File: config.mk
export PLATFORM = sky130hd
export DESIGN_NAME = jpeg_bit_writer_stuffing_top
export DESIGN_NICKNAME = d
export VERILOG_FILES = /design/src/rtl/core/jbws_pkg.sv /design/src/rtl/core/jbws_front.sv /design/src/rtl/core/jbws_fifo.sv /design/src/rtl/core/jbws_back.sv /design/src/rtl/core/jpeg_bit_writer_stuffing_top.sv
export SDC_FILE = /design/constraint.sdc
export NUM_CORES = 1
export LEC_CHECK = 0
export ABC_AREA = 1
export BUFFER_PORTS_ARGS = -buffer_cell sky130_fd_sc_hd__buf_2
export CAP_MARGIN = 25
export CORE_AREA = 2 2 162 164
export DETAILED_ROUTE_END_ITERATION = 7
export DIE_AREA = 0 0 164 166
export SETUP_SLACK_MARGIN = 0.3
export SYNTH_ARGS = -nofsm -noshare
export SYNTH_HDL_FRONTEND = slang
export SYNTH_SLANG_ARGS = --single-unit
File: constraint.sdc
create_clock -name i_clk -period 6.18 [get_ports i_clk]
set_input_delay 0 -clock i_clk [delete_from_list [all_inputs] [get_ports i_clk]]
set_output_delay 0 -clock i_clk [all_outputs]
set_load 0.005 [all_outputs]
File: src/rtl/core/jbws_pkg.sv
// Package for the JPEG entropy bit writer with byte stuffing.
// Holds the port word types, the front-to-back command type and the function codes.
// No dependencies.
`default_nettype none

package jbws_pkg;

    localparam logic [1:0] FUNC_PUT   = 2'd0;
    localparam logic [1:0] FUNC_FLUSH = 2'd1;
    localparam logic [1:0] FUNC_RAW   = 2'd2;

    localparam logic [7:0] STUFF_TRIGGER = 8'hFF;
    localparam logic [5:0] MAX_PUT_BITS  = 6'd32;
    localparam logic [3:0] BYTE_BITS     = 4'd8;

    // input word
    typedef struct packed {
        logic [1:0]  func;
        logic [31:0] bits_value;
        logic [5:0]  bit_count;
        logic [7:0]  raw_byte;
    } t_in_word;

    // output word
    typedef struct packed {
        logic [7:0] out_byte;
        logic       last_byte;
    } t_out_word;

    // one queued job: up to four bytes, left aligned, first byte in [31:24]
    typedef struct packed {
        logic [31:0] bytes;
        logic [2:0]  nbytes;
        logic        stuff;
    } t_cmd;

endpackage

`default_nettype wire

File: src/rtl/core/jbws_front.sv
// Front part: accepts input words, packs put/flush bits against the pending store
// and turns each word that yields a byte into a byte job. Depends on jbws_pkg.
`default_nettype none

module jbws_front (
    input  wire logic              i_clk,
    input  wire logic              i_rst_n,
    input  wire logic              i_valid,
    input  wire jbws_pkg::t_in_word i_data,
    output logic                   o_stall,
    input  wire logic              i_full,
    output logic                   o_push,
    output jbws_pkg::t_cmd         o_cmd
);

    logic [6:0]  r_pend;
    logic [2:0]  r_pc;
    logic [6:0]  n_pend;
    logic [2:0]  n_pc;

    logic        accept;
    logic [5:0]  cnt;
    logic [31:0] value;
    logic [32:0] mask33;
    logic [39:0] word;
    logic [5:0]  total;
    logic [5:0]  align_sh;
    logic [39:0] aligned;
    logic [7:0]  pmask;
    logic        packs;

    assign o_stall = i_full;
    assign accept  = i_valid && !i_full;

    always_comb begin
        cnt   = 6'd0;
        value = 32'd0;
        packs = 1'b0;
        case (i_data.func)
            jbws_pkg::FUNC_PUT: begin
                packs = 1'b1;
                cnt   = (i_data.bit_count > jbws_pkg::MAX_PUT_BITS) ?
                        jbws_pkg::MAX_PUT_BITS : i_data.bit_count;
                value = i_data.bits_value;
            end
            jbws_pkg::FUNC_FLUSH: begin
                // zero padding to the byte boundary, nothing if already aligned
                packs = (r_pc != 3'd0);
                cnt   = (r_pc != 3'd0) ? {2'd0, jbws_pkg::BYTE_BITS - {1'b0, r_pc}} : 6'd0;
            end
            default: begin
                packs = 1'b0;
            end
        endcase
    end

    always_comb begin
        mask33   = (33'd1 << cnt) - 33'd1;
        word     = ({33'd0, r_pend} << cnt) | {8'd0, value & mask33[31:0]};
        total    = {3'd0, r_pc} + cnt;
        align_sh = 6'd40 - total;
        aligned  = word << align_sh;
        pmask    = (8'd1 << total[2:0]) - 8'd1;
    end

    always_comb begin
        o_cmd  = '0;
        n_pend = r_pend;
        n_pc   = r_pc;
        if (packs) begin
            o_cmd.bytes  = aligned[39:8];
            o_cmd.nbytes = total[5:3];
            o_cmd.stuff  = 1'b1;
            n_pend       = word[6:0] & pmask[6:0];
            n_pc         = total[2:0];
        end else if (i_data.func == jbws_pkg::FUNC_RAW) begin
            o_cmd.bytes  = {i_data.raw_byte, 24'd0};
            o_cmd.nbytes = 3'd1;
            o_cmd.stuff  = 1'b0;
        end
    end

    assign o_push = accept && (o_cmd.nbytes != 3'd0);

    always_ff @(posedge i_clk) begin
        if (!i_rst_n) begin
            r_pend <= 7'd0;
            r_pc   <= 3'd0;
        end else if (accept) begin
            r_pend <= n_pend;
            r_pc   <= n_pc;
        end
    end

endmodule

`default_nettype wire

File: src/rtl/core/jbws_fifo.sv
// Two-entry job queue between the front and back parts.
// Depends on jbws_pkg.
`default_nettype none

module jbws_fifo (
    input  wire logic           i_clk,
    input  wire logic           i_rst_n,
    input  wire logic           i_push,
    input  wire jbws_pkg::t_cmd i_cmd,
    output logic                o_full,
    input  wire logic           i_pop,
    output logic                o_head_valid,
    output jbws_pkg::t_cmd      o_head
);

    jbws_pkg::t_cmd r_mem [2];
    logic           r_wr_ptr;
    logic           r_rd_ptr;
    logic [1:0]     r_count;
    logic           do_pop;

    assign o_full       = (r_count == 2'd2);
    assign o_head_valid = (r_count != 2'd0);
    assign o_head       = r_mem[r_rd_ptr];
    assign do_pop       = i_pop && o_head_valid;

    always_ff @(posedge i_clk) begin
        if (i_push) begin
            r_mem[r_wr_ptr] <= i_cmd;
        end
    end

    always_ff @(posedge i_clk) begin
        if (!i_rst_n) begin
            r_wr_ptr <= 1'b0;
            r_rd_ptr <= 1'b0;
            r_count  <= 2'd0;
        end else begin
            if (i_push) begin
                r_wr_ptr <= !r_wr_ptr;
            end
            if (do_pop) begin
                r_rd_ptr <= !r_rd_ptr;
            end
            if (i_push && !do_pop) begin
                r_count <= r_count + 2'd1;
            end else if (do_pop && !i_push) begin
                r_count <= r_count - 2'd1;
            end
        end
    end

endmodule

`default_nettype wire

File: src/rtl/core/jbws_back.sv
// Back part: takes byte jobs from the queue and, unless stalled, emits one byte
// a cycle, inserting 0x00 after 0xFF when stuffing is on. Depends on jbws_pkg.
`default_nettype none

module jbws_back (
    input  wire logic           i_clk,
    input  wire logic           i_rst_n,
    input  wire logic           i_head_valid,
    input  wire jbws_pkg::t_cmd i_head,
    output logic                o_pop,
    output logic                o_valid,
    output jbws_pkg::t_out_word o_data,
    input  wire logic           i_stall
);

    logic [31:0]         r_bytes;
    logic [2:0]          r_left;
    logic                r_stuff_en;
    logic                r_stuff_pend;
    logic                r_out_valid;
    jbws_pkg::t_out_word r_out;

    logic                busy;
    logic                slot_free;
    logic                need_stuff;
    logic [2:0]          left_n;

    assign busy       = (r_left != 3'd0) || r_stuff_pend;
    assign slot_free  = !r_out_valid || !i_stall;
    assign o_pop      = !busy && i_head_valid;
    assign need_stuff = r_stuff_en && (r_bytes[31:24] == jbws_pkg::STUFF_TRIGGER);
    assign left_n     = r_left - 3'd1;
    assign o_valid    = r_out_valid;
    assign o_data     = r_out;

    always_ff @(posedge i_clk) begin
        if (!i_rst_n) begin
            r_left       <= 3'd0;
            r_stuff_pend <= 1'b0;
            r_stuff_en   <= 1'b0;
            r_out_valid  <= 1'b0;
        end else begin
            if (o_pop) begin
                r_bytes      <= i_head.bytes;
                r_left       <= i_head.nbytes;
                r_stuff_en   <= i_head.stuff;
                r_stuff_pend <= 1'b0;
            end else if (slot_free && r_stuff_pend) begin
                // stuffed zero after 0xFF
                r_stuff_pend <= 1'b0;
            end else if (slot_free && busy) begin
                r_bytes      <= {r_bytes[23:0], 8'd0};
                r_left       <= left_n;
                r_stuff_pend <= need_stuff;
            end

            if (slot_free) begin
                r_out_valid <= busy;
            end
        end
    end

    always_ff @(posedge i_clk) begin
        if (slot_free && busy) begin
            if (r_stuff_pend) begin
                r_out.out_byte  <= 8'd0;
                r_out.last_byte <= (r_left == 3'd0);
            end else begin
                r_out.out_byte  <= r_bytes[31:24];
                r_out.last_byte <= !need_stuff && (left_n == 3'd0);
            end
        end
    end

endmodule

`default_nettype wire

File: src/rtl/core/jpeg_bit_writer_stuffing_top.sv
// JPEG entropy bit writer with byte stuffing, top level. Uses jbws_pkg, jbws_front,
// jbws_fifo and jbws_back.
// Path: a taken word's job is written into the queue, loaded into the back end and
// registered to o_valid. Throughput: one output byte per cycle unless i_stall is high;
// the byte-wide back end takes a job (up to 8 bytes with stuffing) once the last is out.
// Reset: synchronous, active low; clears pending bits, queue and output valid.
`default_nettype none

module jpeg_bit_writer_stuffing_top (
    input  wire logic                i_clk,
    input  wire logic                i_rst_n,
    // input channel
    input  wire logic                i_valid,
    input  wire jbws_pkg::t_in_word  i_data,
    output logic                     o_stall,
    // output channel
    output logic                     o_valid,
    output jbws_pkg::t_out_word      o_data,
    input  wire logic                i_stall
);

    // front -> queue
    logic           push;
    jbws_pkg::t_cmd cmd;
    logic           full;
    // queue -> back
    logic           pop;
    logic           head_valid;
    jbws_pkg::t_cmd head;

    // Front owns the pending bit store and updates it as each word is taken;
    // output order is kept by the in-order queue, so the back may lag freely.
    jbws_front u_front (
        .i_clk   (i_clk),
        .i_rst_n (i_rst_n),
        .i_valid (i_valid),
        .i_data  (i_data),
        .o_stall (o_stall),
        .i_full  (full),
        .o_push  (push),
        .o_cmd   (cmd)
    );

    // words that make no byte (short put, empty flush, unused code) never enter
    jbws_fifo u_fifo (
        .i_clk        (i_clk),
        .i_rst_n      (i_rst_n),
        .i_push       (push),
        .i_cmd        (cmd),
        .o_full       (full),
        .i_pop        (pop),
        .o_head_valid (head_valid),
        .o_head       (head)
    );

    // back end drives the output register; last_byte marks a job's final byte
    jbws_back u_back (
        .i_clk        (i_clk),
        .i_rst_n      (i_rst_n),
        .i_head_valid (head_valid),
        .i_head       (head),
        .o_pop        (pop),
        .o_valid      (o_valid),
        .o_data       (o_data),
        .i_stall      (i_stall)
    );

endmodule

`default_nettype wire
After elaboration in Yosys (flattened, before gate mapping)

Memory sizes are Yosys's and may differ from the RTL's. A register that Yosys moved wholly into a read port is not among the register bits.
Cells that the tools add are included.

Eq/ne operators: 5
$lt $le $gt $ge: 1
Multiply operators: 0
Div/mod/pow operators: 0
Add/sub/neg operators: 8
Reduce and logical (&&, ||, !) cells: 34
Shift operators: 4
Muxes and demuxes: 20
Bitwise gates (word level): 4

Operators with widths:

| cell                  | count |
|---|---|
| $mux 32               | 4 |
| $mux 36               | 2 |
| $or 40x32->40         | 1 |
| $shl 40x6->40         | 1 |
| $shl 7x6->40          | 1 |
| $and 32x32->32        | 1 |
| $shl 1x6->32 const A  | 1 |
| $sub 32x1->32 const B | 1 |
| $pmux 6 s2            | 1 |
| $logic_and 1x1->1     | 10 |
| $logic_not 1->1       | 9 |
| $mux 3                | 3 |
| $reduce_bool 3->1     | 3 |
| $eq 8x8->1 const B    | 1 |
| $and 7x7->7           | 1 |
| $shl 1x3->7 const A   | 1 |
| $sub 7x1->7 const B   | 1 |
| $add 3x6->6           | 1 |
| $gt 6x6->1 const B    | 1 |
| $logic_not 3->1       | 2 |
| $mux 6                | 1 |
| $reduce_bool 2->1     | 3 |
| $sub 6x6->6 const A   | 1 |
| $mux 1                | 5 |
| 16 further kinds      | 20 |

Memories kept: 1
Output and inout bits: 11
Memory bits (writable): 72
Input bits: 52
Latch bits: 0
Register bits: 61
Word-level logic and storage cells: 89
Bits in read-only memories: 0

Memory list:

| memory       | depth | bits a word | rd ports | clocked after memory_dff | wr ports | RTL line        | source |
|---|---|---|---|---|---|---|---|
| u_fifo.r_mem | 2     | 36          | 1        | 1                        | 1        | jbws_fifo.sv:16 | `jbws_pkg::t_cmd r_mem [2];` |

Logic depth before layout (Yosys ltp)

Gate-level depths: netlist of run 1.

Depth in word-level cells: 15
Depth in mapped cells: 30

Modules after synthesis

From an unflattened synthesis of run 1, not the netlist that was laid out.

Cells, all modules: 1423
Area, all modules: 10496.3 um^2

By module, submodules not included:

| module     | instances | cells each | area an instance (um^2) | seq. area each (um^2) |
|---|---|---|---|---|
| jbws_front | 1         | 1052       | 5383.9                  | 200.2 |
| jbws_fifo  | 1         | 148        | 2986.6                  | 2262.2 |
| jbws_back  | 1         | 223        | 2125.8                  | 1351.3 |

Worst setup path after synthesis of run 1

OpenSTA, ideal clock, no wires.

Path kind: register -> register
Start point: register u_front.r_pc[0]
End point: memory u_fifo.r_mem[1][0] (netlist bit), enable pin
Data required time: 5749 ps
Library setup time: 431 ps
Stages on the path, launching flop included: 17
Path buffers: 1
Period minus slack after synthesis: 4573 ps
Data arrival time: 4142 ps
Setup slack: 1607 ps
Cells stage by stage: dfxtp_1 > inv_1 > ha_1 > ha_1 > nor2_4 > nand2_4 > nand2_4 > buf_6 > ha_1 > inv_1 > fa_1 > nor2_1 > o21ai_1 > xor2_2 > inv_1 > o31ai_1 > nor2_1

RTL lines:

| element                | RTL line         | source |
|---|---|---|
| start, declared        | jbws_front.sv:17 | `logic [2:0] r_pc;` |
| start signal, assigned | jbws_front.sv:91 | `r_pc <= n_pc;` |
| end, declared          | jbws_fifo.sv:16  |  |

==> results of run 1 <==
==> layout by cell type (no fill, tap or decap), types with 4 or more instances in the layout <==
| cell type | synthesis | routed |
|---|---|---|
| clkinv_1 | 4 | 4 |
| nand3_2 | 10 | 10 |
| o211ai_1 | 8 | 8 |
| buf_4 | 6 | 15 |
| nor2_1 | 145 | 142 |
| nand2_1 | 335 | 335 |
| bufinv_16 | 0 | 4 |
| nand3_1 | 300 | 300 |
| a31oi_1 | 33 | 33 |
| nor3_1 | 11 | 11 |
| dfxtp_1 | 21 | 21 |
| o22ai_1 | 5 | 5 |
| clkbuf_16 | 0 | 17 |
| nand4_1 | 35 | 35 |
| o21ai_2 | 9 | 9 |
| inv_2 | 11 | 11 |
| o21ai_1 | 23 | 23 |
| edfxtp_1 | 113 | 113 |
| nand2_2 | 9 | 9 |
| dlygate4sd3_1 | 0 | 10 |
| inv_1 | 87 | 87 |
| nor2_2 | 20 | 21 |
| o21ai_0 | 27 | 27 |
| a211oi_1 | 6 | 6 |
| buf_2 | 21 | 62 |
| nand2_4 | 6 | 6 |
| a21oi_1 | 39 | 38 |
| nand3b_1 | 10 | 10 |
| ha_1 | 14 | 14 |
| or2_2 | 4 | 4 |
| nor2_4 | 3 | 5 |
| inv_6 | 0 | 4 |
==> cells by family after synthesis <==
group	count (synthesis)	share of synthesized area
and+or+nand+nor	901	0.4184
AOI/OAI and AO/OA	159	0.09514
adders and majority gates	15	0.01950
xor gates and xnor gates	6	0.006752
DFF	134	0.3810
buffers and inverters	180	0.07913
==> per-stage QoR <==
step | power [mW] | cell area (um2) | utilization
3_5_place_dp | 3.076 | 10530 | 0.4109
3_3_place_gp | 3.052 | 10470 | 0.4087
4_1_cts | 4.164 | 11250 | 0.4393
5_1_grt | 4.445 | 11250 | 0.4393
6_report | 4.158 | 11250 | 0.4393
2_1_floorplan | 2.586 | 10010 | -
==> per-layer routing <==
| layer | vias up | global-route usage | routed length [um] |
|---|---|---|---|
| met5 | - | 0 | 0 |
| met4 | 0 | 0.09420 | 1099 |
| met1 | 4648 | 0.3301 | 14600 |
| li1 | 4872 | - | - |
| met2 | 391 | 0.3898 | 14990 |
| met3 | 60 | 0.03596 | 1879 |
==> power groups by stage <==
stage	Combinational (mW)	Clock (mW)	Sequential, mW
CTS	1.75	1.09	1.33
finish	1.76	1.07	1.32
global route	1.97	1.13	1.34
floorplan	1.25	0	1.33
detailed placement	1.73	0	1.34
global placement	1.71	0	1.34
==> layout make-up <==
class,instances,share of cell area
repair buffers,90,0.05137
flip-flops and latches,134,0.3389
multi-input cells,1081,0.4827
clock buffers,18,0.03814
clock inverters,14,0.01757
inverters,102,0.03403
well taps,335,0.03725
==> critical path: cells and delay by family, from the launching register on <==
| kind | cells | cell delay [ns] |
|---|---|---|
| buffers and inverters | 5 | 1.12 |
| flip-flops | 1 | 0.43 |
| AND/OR/NAND/NOR | 13 | 1.66 |
| adder cells (fa/ha/maj) | 5 | 1.38 |
==> worst max-delay path by stage <==
| stage | startpoint | end | slack, ns | cells after the start |
|---|---|---|---|---|
| 2_1_floorplan | u_front.r_pc[0]$_SDFFE_PN0P_ | u_fifo.r_mem[1][0]$_DFFE_PP_ | 1.61 | 16 |
| 6_report | u_front.r_pc[0]$_SDFFE_PN0P_ | u_fifo.r_mem[0][32]$_DFFE_PP_ | 1.32 | 23 |
| 5_1_grt | u_front.r_pc[0]$_SDFFE_PN0P_ | u_fifo.r_mem[0][33]$_DFFE_PP_ | 0.96 | 21 |
| 3_3_place_gp | u_front.r_pc[0]$_SDFFE_PN0P_ | u_fifo.r_mem[0][9]$_DFFE_PP_ | 1.34 | 14 |
| 3_5_place_dp | u_front.r_pc[0]$_SDFFE_PN0P_ | u_fifo.r_mem[0][32]$_DFFE_PP_ | 1.39 | 23 |
| 4_1_cts | u_front.r_pc[0]$_SDFFE_PN0P_ | u_fifo.r_mem[0][32]$_DFFE_PP_ | 1.37 | 23 |
==> state kept, by name, indices dropped and copies added, names as in the netlist, 2 cells and up, named ones only <==
| signal | cells |
|---|---|
| u_fifo.r_mem | 72 |
| u_front.r_pend | 7 |
| u_back.r_left | 3 |
| u_back.r_bytes | 32 |
| u_back.o_data | 9 |
| u_fifo.r_count | 2 |
| u_front.r_pc | 3 |
==> repair_timing <==
item,in CTS,in global routing
gates resized for setup,0,0
hold buffers,10,0
hold endpoints to repair,27,0
==> impl_results.md, run 1 <==
* Critical Path Fanout Max at 26
* CTS sink cnt at 134
* CTS tree: built
* Hold Fails Final Rpt at 0
* HP Start: i_data[47]
* Clock share of power at 0.258
* Setup TNS at 0 ns
* Top-level I/O count at 63
* Clk_skew at 0.009714 ns
* Fin worst setup slack at 1.319 ns
* Leak at 4.836 nW
* Min-Delay Endpoint: u_fifo.r_mem[1][1]$_DFFE_PP_
* CP most frequent cell: nand2_1
* Relative slew margins at 0.2973
* Multi-input gate area at 5431 um2
* Crit path launch type: flop
* Psw at 1.694 mW
* Comb pwr share at 0.423
* Cell Count, Final, Fillers Out at 1774
* Drt wl/cell at 18.35 um
* H-tree depth at 4
* Top FF cell, synth: edfxtp_1
* Share of power burned in registers at 0.318
* Final hold slack at 0.01382 ns
* Flops & latches, synth at 134
* Largest net degree at the start of global routing at 58
* Crit end category: flop
* Commonest cells in the synthesized netlist: nand2_1 (335), nand3_1 (300), nor2_1 (145)
* Ranking of synthesized cells by area: edfxtp_1 (34%), nand3_1 (15%), nand2_1 (13%)
* Total track usage at 0.2431
* Sequential share of the synthesized area at 0.3810
* Mapped Nets at 1462
* Max IR drop VDD at 0.3549 mV
* Reg-to-reg endpoint: u_fifo.r_mem[0][32]$_DFFE_PP_
* Pwr Density at 369.5 nW/um2
* Top-count cell post-synth: nand2_1
* Synth Warn # at 0
* Leading area contributor after synthesis: edfxtp_1
* Die width at 164 um
* First-pass GRT wire length at 51470 um
* Vias in the first global route at 9378
* Iter 0 DRT Violations at 1152
* GP Congestion at 0.9664
* Syn Inst Count at 1395
* Antenna violations before repair at 0
* Type of the worst min-delay path: in -> reg
* Initial Util at 0.3907
* DRC viols at 0
* DIE AREA at 27220 um2
* Worst path arrival time at 5.02 ns
* Finish-stage setup viols at 0
* WL final at 32560 um
* Global route overflow at 0
* Clock Tree Root: clkbuf_16
* CP peak stage delay at 0.60 ns
* MaxCap Viol Count at 0
* Vias/cell at 5.621
* Status: completed
* Core Box Area at 25620 um2
* # rows at 59
* CTS Buf Count at 17
* FF/Latch Area at 3814 um2
* Area share of the largest cell type after synthesis at 0.3390
* Count of cell types in the netlist at 54
* Filler cell count at 2641
* Min-Delay Path Depth at 3
* Critical path class: reg -> reg
* Vias after detailed routing at 9971
* Hpwl dp at 24750 um
* Reg-to-reg slack, setup at 1.32 ns
* Dpl ws at 1.395 ns
* Worst Path Required at 6.34 ns
* # nets final at 1493
* P_int at 2.463 mW
* Area grow syn2layout at 12.43%
* Unrepaired setup endpoints after global routing: no
* First-pass iteration count of the detailed router at 6
* Reg2reg start: u_front.r_pc[0]$_SDFFE_PN0P_
* Reg2reg path depth at 23
* Least-Margin Pin Slew at 1.050 ns
* Async SR Flop Fraction at 0
* DP Cell Count at 1732
* Post-synth EDFFs at 113
* Clock latency on the worst-skew pair at 0.42 ns
* Die H at 166 um
* Switching part of the total power at 0.4075
* Worst-case clock buffer depth at 2
* Tcrit/Tclk final at 0.7865
* Max Clk Rate at 205.7 MHz
* Clock-pin slew on the worst setup and hold paths at 0.06 ns
* Share of layout cells above drive strength 1 at 0.1369
* Cell Chain, Critical Path: inv_1 > ha_1 > ha_1 > nor2_4 > nand2_4 > nand2_4 > ha_1 > inv_1 > fa_1 > or2_2 > nand2_1 > ha_1 > inv_1 > buf_4 > nand3_1 > nand3_2 > nand3_1 > nand2_1 > inv_1 > nand2_1 > nand2_1 > nand2_1 > nand2_1
* Setup Fix Bufs, Post-CTS at 0
* Slowest CP cell: inv_1
* Number of antenna diodes at 0
* Port Buf Inserts at 62
* Final ANT Viol Nets at 0
* Syn_area_per_cell at 7.174 um2
* Post-Syn Area at 10010 um2
* Pins Over Slew Limit at 0
* Final worst path period need at 4.861 ns
Note: power is estimated with default switching activity, not from simulation.
==> inputs of run 2 (changes only) <==
==> constraint.sdc (replaced) <==
create_clock -name i_clk -period 4.7 [get_ports i_clk]
set_input_delay 0 -clock i_clk [delete_from_list [all_inputs] [get_ports i_clk]]
set_output_delay 0 -clock i_clk [all_outputs]
set_load 0.005 [all_outputs]
==> impl_results.md, run 2 (synthesized netlist as in run 1, its figures left out) <==
* Crit path launch type: flop (unchanged)
* Clk_skew at 0.008126 ns (was 0.009714 ns)
* Type of the worst min-delay path: in -> reg (unchanged)
* CP peak stage delay at 0.60 ns (about the same)
* Leak at 4.927 nW (was 4.836 nW)
* H-tree depth at 4 (unchanged)
* Status: completed (unchanged)
* Final Cell Area at 11440 um2 (was 11250 um2)
* Die width at 164 um (unchanged)
* P_int at 3.198 mW (was 2.463 mW)
* Commonest non-fill, non-tap cell in the layout: nand2_1 (unchanged)
* Critical Path Fanout Max at 23 (was 26)
* Worst-case clock buffer depth at 2 (unchanged)
* Top-level I/O count at 63 (unchanged)
* Commonest cells after routing, fill and taps aside: nand2_1 (335), nand3_1 (300), nor2_1 (142), edfxtp_1 (113), inv_1 (85) (was nand2_1 (335), nand3_1 (300), nor2_1 (142), edfxtp_1 (113), inv_1 (87))
* Core Box Area at 25620 um2 (unchanged)
* CP most frequent cell: nand3_1 (was nand2_1)
* CTS tree: built (unchanged)
* Final hold slack at 0.07123 ns (was 0.01382 ns)
* DIE AREA at 27220 um2 (unchanged)
* Final ANT Viol Nets at 0 (unchanged)
* Switching part of the total power at 0.4124 (was 0.4075)
* Worst path arrival time at 4.25 ns (was 5.02 ns)
* Share of layout cells above drive strength 1 at 0.1522 (was 0.1369)
* Clock share of power at 0.245 (was 0.258)
* Comb pwr share at 0.437 (was 0.423)
* Clock-pin slew on the worst setup and hold paths at 0.06 ns (about the same)
* Final worst path period need at 4.085 ns (was 4.861 ns)
* Antenna violations before repair at 0 (unchanged)
* CTS Buf Count at 17 (unchanged)
* Worst Path Required at 4.86 ns (was 6.34 ns)
* Die H at 166 um (unchanged)
* WL final at 31450 um (was 32560 um)
* Hold Fails Final Rpt at 0 (unchanged)
* Slowest CP cell: fa_2 (was inv_1)
* First-pass GRT wire length at 49730 um (was 51470 um)
* Iter 0 DRT Violations at 1195 (was 1152)
* Relative slew margins at 0.4871 (was 0.2973)
* DP Cell Count at 1742 (was 1732)
* Cell Count, Final, Fillers Out at 1794 (was 1774)
* Max IR drop VDD at 0.4543 mV (was 0.3549 mV)
* HP Start: i_data[14] (was i_data[47])
* Crit path buffers/inverters at 5 (unchanged)
* Cell Chain, Critical Path: inv_1 > ha_1 > ha_1 > nor2_4 > nand2_4 > nand2_4 > ha_1 > inv_1 > fa_2 > inv_1 > ha_1 > clkinvlp_4 > buf_6 > nand3_1 > nand3_1 > nand3_1 > nand3_1 > nand3_1 > nand2_1 > nand2_1 > nand2_1 (was inv_1 > ha_1 > ha_1 > nor2_4 > nand2_4 > nand2_4 > ha_1 > inv_1 > fa_1 > or2_2 > nand2_1 > ha_1 > inv_1 > buf_4 > nand3_1 > nand3_2 > nand3_1 > nand2_1 > inv_1 > nand2_1 > nand2_1 > nand2_1 > nand2_1)
* Reg2reg start: u_front.r_pc[1]$_SDFFE_PN0P_ (was u_front.r_pc[0]$_SDFFE_PN0P_)
* Reg2reg path depth at 21 (was 23)
* CP delay by family, top: adder cells (was simple AND/OR/NAND/NOR gates)
* Largest reg by FF count: u_fifo.r_mem (unchanged)
* Reg-to-reg slack, setup at 0.61 ns (was 1.32 ns)
* MaxCap Viol Count at 0 (unchanged)
* Max reg flops at 72 (unchanged)
* GP Congestion at 0.9627 (was 0.9664)
* Filler cell count at 2606 (was 2641)
* Area grow syn2layout at 14.29% (was 12.43%)
* Pwr Density at 475.7 nW/um2 (was 369.5 nW/um2)
* Clock latency on the worst-skew pair at 0.42 ns (about the same)
* Max Clk Rate at 244.8 MHz (was 205.7 MHz)
* Initial Util at 0.3907 (unchanged)
* Global route overflow at 0 (unchanged)
* Multi-input gate area at 5459 um2 (was 5431 um2)
* Unrepaired setup endpoints after global routing: no (unchanged)
* Port Buf Inserts at 62 (unchanged)
* Min-Delay Path Depth at 5 (was 3)
* Vias/cell at 5.560 (was 5.621)
* # nets final at 1513 (was 1493)
* Crit end category: flop (unchanged)
* Least-Margin Pin Slew at 0.7665 ns (was 1.050 ns)
* Drt wl/cell at 17.53 um (was 18.35 um)
* Largest net degree at the start of global routing at 49 (was 58)
* Finish-stage setup viols at 0 (unchanged)
* # rows at 59 (unchanged)
* Critical path class: reg -> reg (unchanged)
* Total track usage at 0.2328 (was 0.2431)
* Pins Over Slew Limit at 0 (unchanged)
* Clock Tree Root: clkbuf_16 (unchanged)
* CTS sink cnt at 134 (unchanged)
* Vias in the first global route at 9182 (was 9378)
* Number of antenna diodes at 0 (unchanged)
* Tcrit/Tclk final at 0.8692 (was 0.7865)
* DRC viols at 0 (unchanged)
* Share of power burned in registers at 0.319 (was 0.318)
* Vias after detailed routing at 9974 (was 9971)
* FF/Latch Area at 3815 um2 (was 3814 um2)
* Setup TNS at 0 ns (unchanged)
* Min-Delay Endpoint: u_front.r_pend[0]$_SDFFE_PN0P_ (was u_fifo.r_mem[1][1]$_DFFE_PP_)
* Reg-to-reg endpoint: u_fifo.r_mem[0][29]$_DFFE_PP_ (was u_fifo.r_mem[0][32]$_DFFE_PP_)
* Psw at 2.244 mW (was 1.694 mW)
* Hpwl dp at 23190 um (was 24750 um)
* Placed inst area at 10610 um2 (was 10530 um2)
* First-pass iteration count of the detailed router at 6 (unchanged)
## run 2: cell type report
class | instances | share of cell area
multi-input cells | 1081 | 0.4772
flip-flops and latches | 134 | 0.3335
repair buffers | 110 | 0.06607
clock buffers | 18 | 0.03752
well taps | 335 | 0.03664
inverters | 102 | 0.03435
clock inverters | 14 | 0.01466
## run 2: worst max path at each step
stage | end | cells after the start | from | slack (ns)
finish | u_fifo.r_mem[0][29]$_DFFE_PP_ | 21 | u_front.r_pc[1]$_SDFFE_PN0P_ | 0.61
global route | u_fifo.r_mem[1][35]$_DFFE_PP_ | 26 | u_front.r_pc[1]$_SDFFE_PN0P_ | 0.30
CTS | u_fifo.r_mem[1][34]$_DFFE_PP_ | 22 | u_front.r_pc[0]$_SDFFE_PN0P_ | 0.32
detailed placement | u_fifo.r_mem[0][34]$_DFFE_PP_ | 22 | u_front.r_pc[0]$_SDFFE_PN0P_ | 0.35
global placement | u_fifo.r_mem[0][34]$_DFFE_PP_ | 22 | u_front.r_pc[0]$_SDFFE_PN0P_ | 0.42
floorplan | u_fifo.r_mem[0][30]$_DFFE_PP_ | 24 | u_front.r_pc[0]$_SDFFE_PN0P_ | 0.65
## run 2: power groups by stage
stage / sequential [mW] / clock, mW / combinational, mW
2_1_floorplan: 1.75 / 0 / 1.65
3_3_place_gp: 1.75 / 0 / 2.28
3_5_place_dp: 1.76 / 0 / 2.29
4_1_cts: 1.74 / 1.36 / 2.31
5_1_grt: 1.76 / 1.40 / 2.66
6_report: 1.73 / 1.33 / 2.38
## run 2: per-stage QoR
step	worst slack, ns	util	power, mW
6_report	0.6147	0.4465	5.442
3_3_place_gp	0.4213	0.4140	4.036
5_1_grt	0.2963	0.4465	5.823
2_1_floorplan	0.6534	-	3.401
4_1_cts	0.3237	0.4416	5.402
3_5_place_dp	0.3480	0.4140	4.050
## run 2: metal layers
metal / GRT usage / vias up / share of wire / routed length (um)
li1: - / 4924 / - / -
met2: 0.3645 / 404 / 0.46 / 14330
met1: 0.3295 / 4585 / 0.45 / 14230
met4: 0.07895 / 0 / 0.027 / 855
met3: 0.03297 / 61 / 0.065 / 2032
met5: 0 / - / 0 / 0
## run 2: repair_timing
item,4_1_cts,5_1_grt
resized for setup,0,16
endpoints found under the setup margin,0,56
hold buffers,11,0
hold endpoints to repair,29,0
setup buffers,0,9
## run 2: tightest hold or removal path, cell delays in order
cell	delay (ns)
buf_2	0.11
nand3_1	0.07
o21ai_1	0.12
nand2_1	0.08
a21oi_1	0.06
==> inputs of run 3 (changes only) <==
--- a/config.mk
+++ b/config.mk
@@ -11,6 +11,7 @@
 export CORE_AREA = 2 2 162 164
 export DETAILED_ROUTE_END_ITERATION = 7
 export DIE_AREA = 0 0 164 166
+export RECOVER_POWER = 50
 export SETUP_SLACK_MARGIN = 0.3
 export SYNTH_ARGS = -nofsm -noshare
 export SYNTH_HDL_FRONTEND = slang
==> constraint.sdc (replaced) <==
create_clock -name i_clk -period 4.7 [get_ports i_clk]
set_input_delay 0.235 -clock i_clk [delete_from_list [all_inputs] [get_ports i_clk]]
set_output_delay 0.235 -clock i_clk [all_outputs]
set_load 0.005 [all_outputs]
==> impl_results.md, run 3 (synthesized netlist as in run 1, its figures left out) <==
* Pins Over Slew Limit at 82 (was 0)
* DIE AREA at 27220 um2 (unchanged)
* Total track usage at 0.2301 (was 0.2328)
* Largest reg by FF count: u_fifo.r_mem (unchanged)
* Commonest cells after routing, fill and taps aside: nand2_1 (336), nand3_1 (301), nor2_1 (143), edfxtp_1 (113), inv_1 (85) (was nand2_1 (335), nand3_1 (300), nor2_1 (142), edfxtp_1 (113), inv_1 (85))
* Least-Margin Pin Slew at 2.052 ns (was 0.7665 ns)
* Grt met3 use at 0.02298 (was 0.03297)
* Hold Fails Final Rpt at 0 (unchanged)
* Met1 GRT Util at 0.3255 (was 0.3295)
* Iter 0 DRT Violations at 1190 (was 1195)
* Setup TNS at 0 ns (unchanged)
* Cell Count, Final, Fillers Out at 1784 (was 1794)
* Unrepaired setup endpoints after global routing: no (unchanged)
* DP Cell Count at 1743 (was 1742)
* Placed inst area at 10630 um2 (was 10610 um2)
* Antenna violations before repair at 0 (unchanged)
* Dpl ws at 0.3709 ns (was 0.3480 ns)
* DRC viols at 0 (unchanged)
* GP Congestion at 0.9521 (was 0.9627)
* WL final at 31230 um (was 31450 um)
* Global-route met2 utilization at 0.3734 (was 0.3645)
* Pwr Density at 474.4 nW/um2 (was 475.7 nW/um2)
* MaxCap Viol Count at 2 (was 0)
* Final ANT Viol Nets at 0 (unchanged)
* Commonest non-fill, non-tap cell in the layout: nand2_1 (unchanged)
* Clock latency on the worst-skew pair at 0.42 ns (about the same)
* CP peak stage delay at 0.60 ns (about the same)
* Leak at 4.820 nW (was 4.927 nW)
* First-pass GRT wire length at 49480 um (was 49730 um)
* Cell Chain, Critical Path: inv_1 > ha_1 > ha_1 > nor2_4 > nand2_4 > nand2_1 > ha_1 > inv_1 > fa_1 > inv_1 > ha_1 > clkinvlp_4 > buf_12 > nand3_1 > nand3_1 > nand3_1 > nand3_1 > nand3_1 > nand2_1 > nand2_1 > nand2_1 (was inv_1 > ha_1 > ha_1 > nor2_4 > nand2_4 > nand2_4 > ha_1 > inv_1 > fa_2 > inv_1 > ha_1 > clkinvlp_4 > buf_6 > nand3_1 > nand3_1 > nand3_1 > nand3_1 > nand3_1 > nand2_1 > nand2_1 > nand2_1)
* Drt wl/cell at 17.50 um (was 17.53 um)
* Crit path launch type: flop (unchanged)
* Max reg flops at 72 (unchanged)
* CP delay by family, top: adder cells (unchanged)
* Vias after detailed routing at 9959 (was 9974)
* Status: finished, violations left (was completed)
* Type of the worst min-delay path: in -> reg (unchanged)
* # rows at 59 (unchanged)
* CTS Buf Count at 17 (unchanged)
* Die width at 164 um (unchanged)
* Worst path arrival time at 4.30 ns (was 4.25 ns)
* Crit end category: flop (unchanged)
* Initial Util at 0.3907 (unchanged)
* First-pass iteration count of the detailed router at 5 (was 6)
* Worst-case clock buffer depth at 2 (unchanged)
* Relative slew margins at -0.3681 (was 0.4871)
* Max IR drop VDD at 0.3331 mV (was 0.4543 mV)
* Die H at 166 um (unchanged)
* Failing checks: capacitance limit, slew limit
* Clock Tree Root: clkbuf_16 (unchanged)
* Clk_skew at 0.01458 ns (was 0.008126 ns)
* Top-level I/O count at 63 (unchanged)
* Final worst path period need at 4.139 ns (was 4.085 ns)
* Final Cell Area at 11240 um2 (was 11440 um2)
* Tcrit/Tclk final at 0.8806 (was 0.8692)
* Number of antenna diodes at 0 (unchanged)
* Fin worst setup slack at 0.5610 ns (was 0.6147 ns)
* Largest net degree at the start of global routing at 49 (unchanged)
* Hpwl dp at 23290 um (was 23190 um)
* Worst Path Required at 4.86 ns (about the same)
* Vias in the first global route at 9176 (was 9182)
* Critical Path Fanout Max at 23 (unchanged)
* CTS sink cnt at 134 (unchanged)
* Core Box Area at 25620 um2 (unchanged)
* Global route overflow at 0 (unchanged)
* Vias/cell at 5.582 (was 5.560)
* CTS tree: built (unchanged)
* Area grow syn2layout at 12.30% (was 14.29%)
* Clock-pin slew on the worst setup and hold paths at 0.06 ns (about the same)
* Crit path buffers/inverters at 5 (unchanged)
* Share of layout cells above drive strength 1 at 0.1415 (was 0.1522)
* # nets final at 1503 (was 1513)
* Finish-stage setup viols at 0 (unchanged)
* Critical path class: reg -> reg (unchanged)
* Port Buf Inserts at 62 (unchanged)
* H-tree depth at 4 (unchanged)
* Max Clk Rate at 241.6 MHz (was 244.8 MHz)
* Grt peak-use layer: met2 (unchanged)
* Slowest CP cell: fa_1 (was fa_2)
* CP most frequent cell: nand3_1 (unchanged)
-- run 3: final timing paths --
| kind | startpoint | slack (ns) | depth (start not counted) | to |
|---|---|---|---|---|
| worst max-delay path | u_front.r_pc[1]$_SDFFE_PN0P_ | 0.56 | 21 | u_fifo.r_mem[0][34]$_DFFE_PP_ |
| worst min-delay path | i_data[4] | 0.14 | 3 | u_fifo.r_mem[1][32]$_DFFE_PP_ |
| worst max register to register | u_front.r_pc[1]$_SDFFE_PN0P_ | 0.56 | 21 | u_fifo.r_mem[0][34]$_DFFE_PP_ |
| worst min register to register | u_fifo.r_rd_ptr$_SDFFE_PN0P_ | 0.46 | 1 | u_fifo.r_rd_ptr$_SDFFE_PN0P_ |
-- run 3: final cells by class --
type / instances / area (um2)
timing repair buffer: 99 / 613.1
multi-input combinational: 1082 / 5441
fill: 2625 / 14380
clock inverter: 15 / 135.1
sequential: 134 / 3815
tap: 335 / 419.2
inverter: 102 / 390.4
clock buffer: 17 / 425.4
-- run 3: metrics by stage --
step	power, mW	utilization	hold WS, ns
floorplan	3.401	-	0.3527
global placement	4.037	0.4148	0.4318
detailed placement	4.062	0.4148	0.4518
CTS	5.310	0.4367	0.1311
global route	5.694	0.4388	0.1370
finish	5.332	0.4388	0.1426
-- run 3: report_power, final --
part | switching, mW | internal (mW) | total [mW] | leakage [nW]
combinational | 1.63 | 0.716 | 2.35 | 3.31
clock | 0.548 | 0.696 | 1.24 | 0.268
sequential | 0.0769 | 1.67 | 1.74 | 1.24
total | 2.25 | 3.08 | 5.33 | 4.82
-- run 3: timing repair --
item	CTS	global route
hold buffers	0	0
gates resized for setup	0	20
setup buffers	0	8
setup endpoints to repair	0	59
-- run 3: routing by layer --
metal | part of all wire | vias to the layer above
li1 | - | 4890
met1 | 0.45 | 4662
met2 | 0.47 | 375
met3 | 0.058 | 32
met4 | 0.018 | 0
met5 | 0 | -
-- run 3: worst min-delay path, delay by kind of cell --
kind | cells | cell delay, ns
simple gates | 2 | 0.13
buf+inv | 1 | 0.09
